--- src/rtl/core/bsd_pkg.sv ---
// ----------------------------------------------------------------------------
// bsd_pkg
// Shared types, codes and default sizes of the bounded shift deque.
// ----------------------------------------------------------------------------
package bsd_pkg;

  // Default sizes of the list.
  localparam int unsigned CAPACITY_DEF   = 256;
  localparam int unsigned ENTRY_BITS_DEF = 32;

  // Fixed widths of the channel fields.
  localparam int unsigned ACT_W   = 3;
  localparam int unsigned WORD_W  = 32;
  localparam int unsigned IDX_W   = 8;
  localparam int unsigned COUNT_W = 9;

  // Number of cells that one selection group gathers in its first stage.
  localparam int unsigned GROUP_SIZE = 16;

  typedef enum logic [ACT_W-1:0] {
    ACT_PUSH_HEAD = 3'd0,
    ACT_PUSH_TAIL = 3'd1,
    ACT_POP_HEAD  = 3'd2,
    ACT_POP_TAIL  = 3'd3,
    ACT_READ      = 3'd4
  } action_e;

  // Command that every cell of the row sees in the same cycle.
  typedef enum logic [1:0] {
    CELL_HOLD      = 2'd0,
    CELL_PUSH_HEAD = 2'd1,
    CELL_PUSH_TAIL = 2'd2,
    CELL_POP_HEAD  = 2'd3
  } cell_op_e;

  typedef enum logic [2:0] {
    ST_IDLE   = 3'b001,
    ST_GATHER = 3'b010,
    ST_REDUCE = 3'b100
  } state_e;

endpackage

--- src/rtl/core/bsd_cell.sv ---
// ----------------------------------------------------------------------------
// bsd_cell
// One storage cell of the row: holds, loads, or takes a neighbor's entry.
// ----------------------------------------------------------------------------
module bsd_cell #(
  parameter int unsigned ENTRY_BITS = bsd_pkg::ENTRY_BITS_DEF,
  parameter int unsigned CNT_W      = 9,
  parameter int unsigned INDEX      = 0
) (
  input  logic                  clk_i,
  input  bsd_pkg::cell_op_e     op_i,
  input  logic [ENTRY_BITS-1:0] word_i,
  input  logic [CNT_W-1:0]      count_i,
  input  logic [ENTRY_BITS-1:0] lower_i,
  input  logic [ENTRY_BITS-1:0] upper_i,
  output logic [ENTRY_BITS-1:0] word_o
);

  logic [ENTRY_BITS-1:0] word_d, word_q;

  always_comb begin
    unique case (op_i)
      bsd_pkg::CELL_PUSH_HEAD: word_d = (INDEX == 0) ? word_i : lower_i;
      bsd_pkg::CELL_PUSH_TAIL: word_d = (count_i == CNT_W'(INDEX)) ? word_i : word_q;
      bsd_pkg::CELL_POP_HEAD:  word_d = upper_i;
      default:                 word_d = word_q;
    endcase
  end

  always_ff @(posedge clk_i) begin
    word_q <= word_d;
  end

  assign word_o = word_q;

endmodule

--- config.mk ---
export PLATFORM = sky130hd
export DESIGN_NAME = bsd_cell
export DESIGN_NICKNAME = d
export VERILOG_FILES = /design/src/rtl/core/bsd_pkg.sv /design/src/rtl/core/bsd_cell.sv
export SDC_FILE = /design/constraint.sdc
export NUM_CORES = 1
export LEC_CHECK = 0
export ABC_AREA = 0
export BUFFER_PORTS_ARGS = -buffer_cell sky130_fd_sc_hd__buf_2
export CORE_MARGIN = 2
export CORE_UTILIZATION = 40
export DETAILED_ROUTE_END_ITERATION = 10
export GPL_ROUTABILITY_DRIVEN = 0
export MAX_ROUTING_LAYER = met4
export PLACE_DENSITY = 0.85
export SYNTH_ARGS = -nofsm -noshare
export SYNTH_HDL_FRONTEND = slang
export SYNTH_SLANG_ARGS = --single-unit
--- constraint.sdc ---
create_clock -name clk_i -period 3.97 [get_ports clk_i]
set_input_delay 0.794 -clock clk_i [delete_from_list [all_inputs] [get_ports clk_i]]
set_output_delay 0.794 -clock clk_i [all_outputs]
set_load 0.02 [all_outputs]
==> results_tabular.tex <==
\begin{tabular}{lr}
\hline
Metric & Value \\
\hline
\multicolumn{2}{l}{\textbf{Placement}} \\
Pre-CTS setup slack & 1660 ps \\
PortBufs & 107 \\
\# placed instances & 224 \\
Final HPWL DP & 2600 um \\
\multicolumn{2}{l}{\textbf{Logic synthesis}} \\
\#FFs+latches synth & 32 \\
Cells after Synth & 72 \\
Number of warnings issued by yosys & 0 \\
Number of library cell types mapped by synthesis & 8 \\
Synthesized cell area & 0.00153 mm\^{}2 \\
Mean area per synthesized cell & 21.3 um\^{}2 \\
Leading post-synthesis cells by cell area & sky130\_fd\_sc\_hd\_\_edfxtp\_1 63\%, sky130\_fd\_sc\_hd\_\_mux2\_4 29\%, sky130\_fd\_sc\_hd\_\_buf\_12 3.9\%, sky130\_fd\_sc\_hd\_\_mux2\_2 1.5\%, sky130\_fd\_sc\_hd\_\_nor4\_1 0.82\% \\
Synth area leader & sky130\_fd\_sc\_hd\_\_edfxtp\_1 \\
Syn\_nets & 180 \\
Top cell type's share of synthesized area & 0.627 \\
Sequential share of the synthesized area & 0.627 \\
\multicolumn{2}{l}{\textbf{Power}} \\
Comb power frac & 0.189 \\
Overall power of the completed layout & 0.885 mW \\
Internal & 0.678 mW \\
Sequential cell fraction of total power & 0.471 \\
Static Leak & 1.08 nW \\
Fraction of power spent switching nets & 0.233 \\
Clk pwr share & 0.340 \\
Maximum vdd drop & 0.251 mV \\
PD cells & 406 mW/mm\^{}2 \\
Net load switching power & 0.207 mW \\
\multicolumn{2}{l}{\textbf{Clock tree}} \\
Num Clock Sinks & 32 \\
Post-CTS Hold Fix Bufs & 0 \\
Cell at the root of the clock tree & sky130\_fd\_sc\_hd\_\_clkbuf\_8 \\
H-Tree Depth & 2 \\
Post-CTS setup-driven buffer insertion count & 0 \\
Max Buffers Root-to-Sink & 2 \\
Resized Gates After CTS & 0 \\
Clock buffer count from CTS & 5 \\
Clock tree from TritonCTS & done \\
Clk slew on worst S/H paths & 70 ps \\
\multicolumn{2}{l}{\textbf{Run}} \\
MaxCap Viol Count & 0 \\
\multicolumn{2}{l}{\textbf{Setup path}} \\
Critical-path top delay cell & sky130\_fd\_sc\_hd\_\_a41o\_2 \\
Startpoint type of the worst setup path & input pin \\
Biggest fanout along the worst timing path & 32 \\
Worst Path Buf+Inv & 1 \\
Worst setup EP type & flop \\
Required time at the endpoint of the critical path & 3870 ps \\
Largest delay share family, worst path & compound AO/OA/AOI/OAI gates \\
CP Cell Sequence & buf\_2, nor4\_1, a41o\_2 \\
Worst endpoint data arrival time & 1920 ps \\
Worst stage delay on the critical path & 710 ps \\
WS Path Type & in -> reg \\
\multicolumn{2}{l}{\textbf{Layout}} \\
Filler cells & 289 \\
Count of inserted antenna diode cells & 0 \\
Utilization of the core after routing & 0.595 \\
Register cell area after layout & 961 um\^{}2 \\
Number of flip-flops in the largest register & 32 \\
Final standard cell count with taps included and fillers excluded & 232 \\
Number of nets in the layout & 291 \\
Area delta synth->final & 42.2\% \\
Footprint of the multi-input gates & 508 um\^{}2 \\
Proportion of layout cells with a drive suffix above 1 & 0.810 \\
\multicolumn{2}{l}{\textbf{Global route}} \\
Total congestion overflow & 0 \\
Initial antenna violation count & 0 \\
Overall track demand over capacity in global routing & 0.159 \\
Largest net degree at the start of global routing & 33 \\
First-pass GRT wire length & 4870 um \\
Vias in the first global route & 1135 \\
\multicolumn{2}{l}{\textbf{Timing}} \\
Worst slew pin tran & 683 ps \\
Min setup slack post-route & 1950 ps \\
Unrepaired setup endpoints after global routing & no \\
Final clock period utilization by the worst path & 0.508 \\
Clock period minus final worst setup slack & 2020 ps \\
Max-slew violation total from the final report & 0 \\
Final hold violation count & 0 \\
Tightest slew margin relative to the limit & 0.544 \\
Number of setup violations in the final report & 0 \\
Total negative setup slack & 0 ps \\
Maximum achievable frequency & 0.495 GHz \\
\multicolumn{2}{l}{\textbf{Worst hold path}} \\
Type of the tightest min-delay check & in -> reg \\
\multicolumn{2}{l}{\textbf{Floorplanning}} \\
Total Die Area & 0.00434 mm\^{}2 \\
Standard-cell row count & 22 \\
Chip height & 65.9 um \\
Chip Width & 65.9 um \\
Count of boundary I/O pins & 140 \\
Initial Utilization & 0.419 \\
Std-Cell Core Area & 0.00366 mm\^{}2 \\
\multicolumn{2}{l}{\textbf{Route}} \\
Post-DRT Antenna Nets & 0 \\
DRC marker count from the first detailed-route iteration & 58 \\
Post-Route WL & 3260 um \\
Drt via density & 4.59 \\
DRT met1 WL & 1180 um \\
WL per Instance & 14.1 um \\
Detailed-routed wire length on met3 & 273 um \\
Detailed Routing Iterations Pass 1 & 4 \\
Count of unresolved DRC violations after routing & 0 \\
Top layer reached by signal wires & met4 \\
Vias & 1066 \\
Sum of met2 wire segment lengths after detailed routing & 1790 um \\
\multicolumn{2}{l}{\textbf{Status}} \\
Result of the run & completed \\
\hline
\end{tabular}
[power by group through the flow]
| stage | registers (mW) | clock network (mW) | logic (mW) |
|---|---|---|---|
| detailed placement | 0.425 | 0 | 0.169 |
| CTS | 0.418 | 0.307 | 0.169 |
| finish | 0.417 | 0.301 | 0.167 |
| global placement | 0.423 | 0 | 0.164 |
| floorplan | 0.465 | 0 | 0.0607 |
| global route | 0.419 | 0.325 | 0.178 |
[per-stage QoR]
stage          hold slack, ps  area (um^2)
2_1_floorplan            1010         1530
3_5_place_dp             1100         2070
6_report                  816         2180
4_1_cts                   814         2180
5_1_grt                   806         2180
3_3_place_gp             1090         2070
[cell usage after synthesis]
| cell | number |
|---|---|
| sky130_fd_sc_hd__mux2_2 | 2 |
| sky130_fd_sc_hd__inv_1 | 1 |
| sky130_fd_sc_hd__nor4_1 | 2 |
| sky130_fd_sc_hd__a41o_2 | 1 |
| sky130_fd_sc_hd__buf_12 | 3 |
| sky130_fd_sc_hd__mux2_4 | 30 |
| sky130_fd_sc_hd__edfxtp_1 | 32 |
| sky130_fd_sc_hd__nand2_4 | 1 |
[path summary, 6_finish.rpt]
path,slack [ps],endpoint,depth (start not counted),from
worst min-delay path,820,word_o[17],2,upper_i[17]
worst max-delay path,1950,word_o[27],3,count_i[5]
[cells in the final DEF (no fill, tap or decap), types with 2 or more instances in the layout]
master,count
sky130_fd_sc_hd__edfxtp_1,32
sky130_fd_sc_hd__nor4_1,2
sky130_fd_sc_hd__mux2_4,30
sky130_fd_sc_hd__mux2_2,2
sky130_fd_sc_hd__clkbuf_8,5
sky130_fd_sc_hd__buf_2,107
[routing by layer]
metal  track usage  up-vias
li1              -      504
met1         0.161      498
met2         0.297       62
met3        0.0426        2
met4        0.0469        0
met5             -        -
[cells by family (layout without fill, tap and decap cells)]
| kind of cell | after synthesis | after routing | synth area share |
|---|---|---|---|
| AO/OA/AOI/OAI | 1 | 1 | 0.00735 |
| flip-flops | 32 | 32 | 0.627 |
| multiplexers | 32 | 32 | 0.309 |
| AND/OR/NAND/NOR | 3 | 3 | 0.0155 |
| buffers and inverters | 4 | 116 | 0.0416 |
[cell type report]
cell class | instances | area share
inverter | 1 | 0.00172
tap | 48 | 0.0276
clock inverter | 3 | 0.0195
timing repair buffer | 107 | 0.246
sequential | 32 | 0.441
multi-input combinational | 36 | 0.233
clock buffer | 5 | 0.0316
No activity file was read; power rests on OpenSTA's default activity.
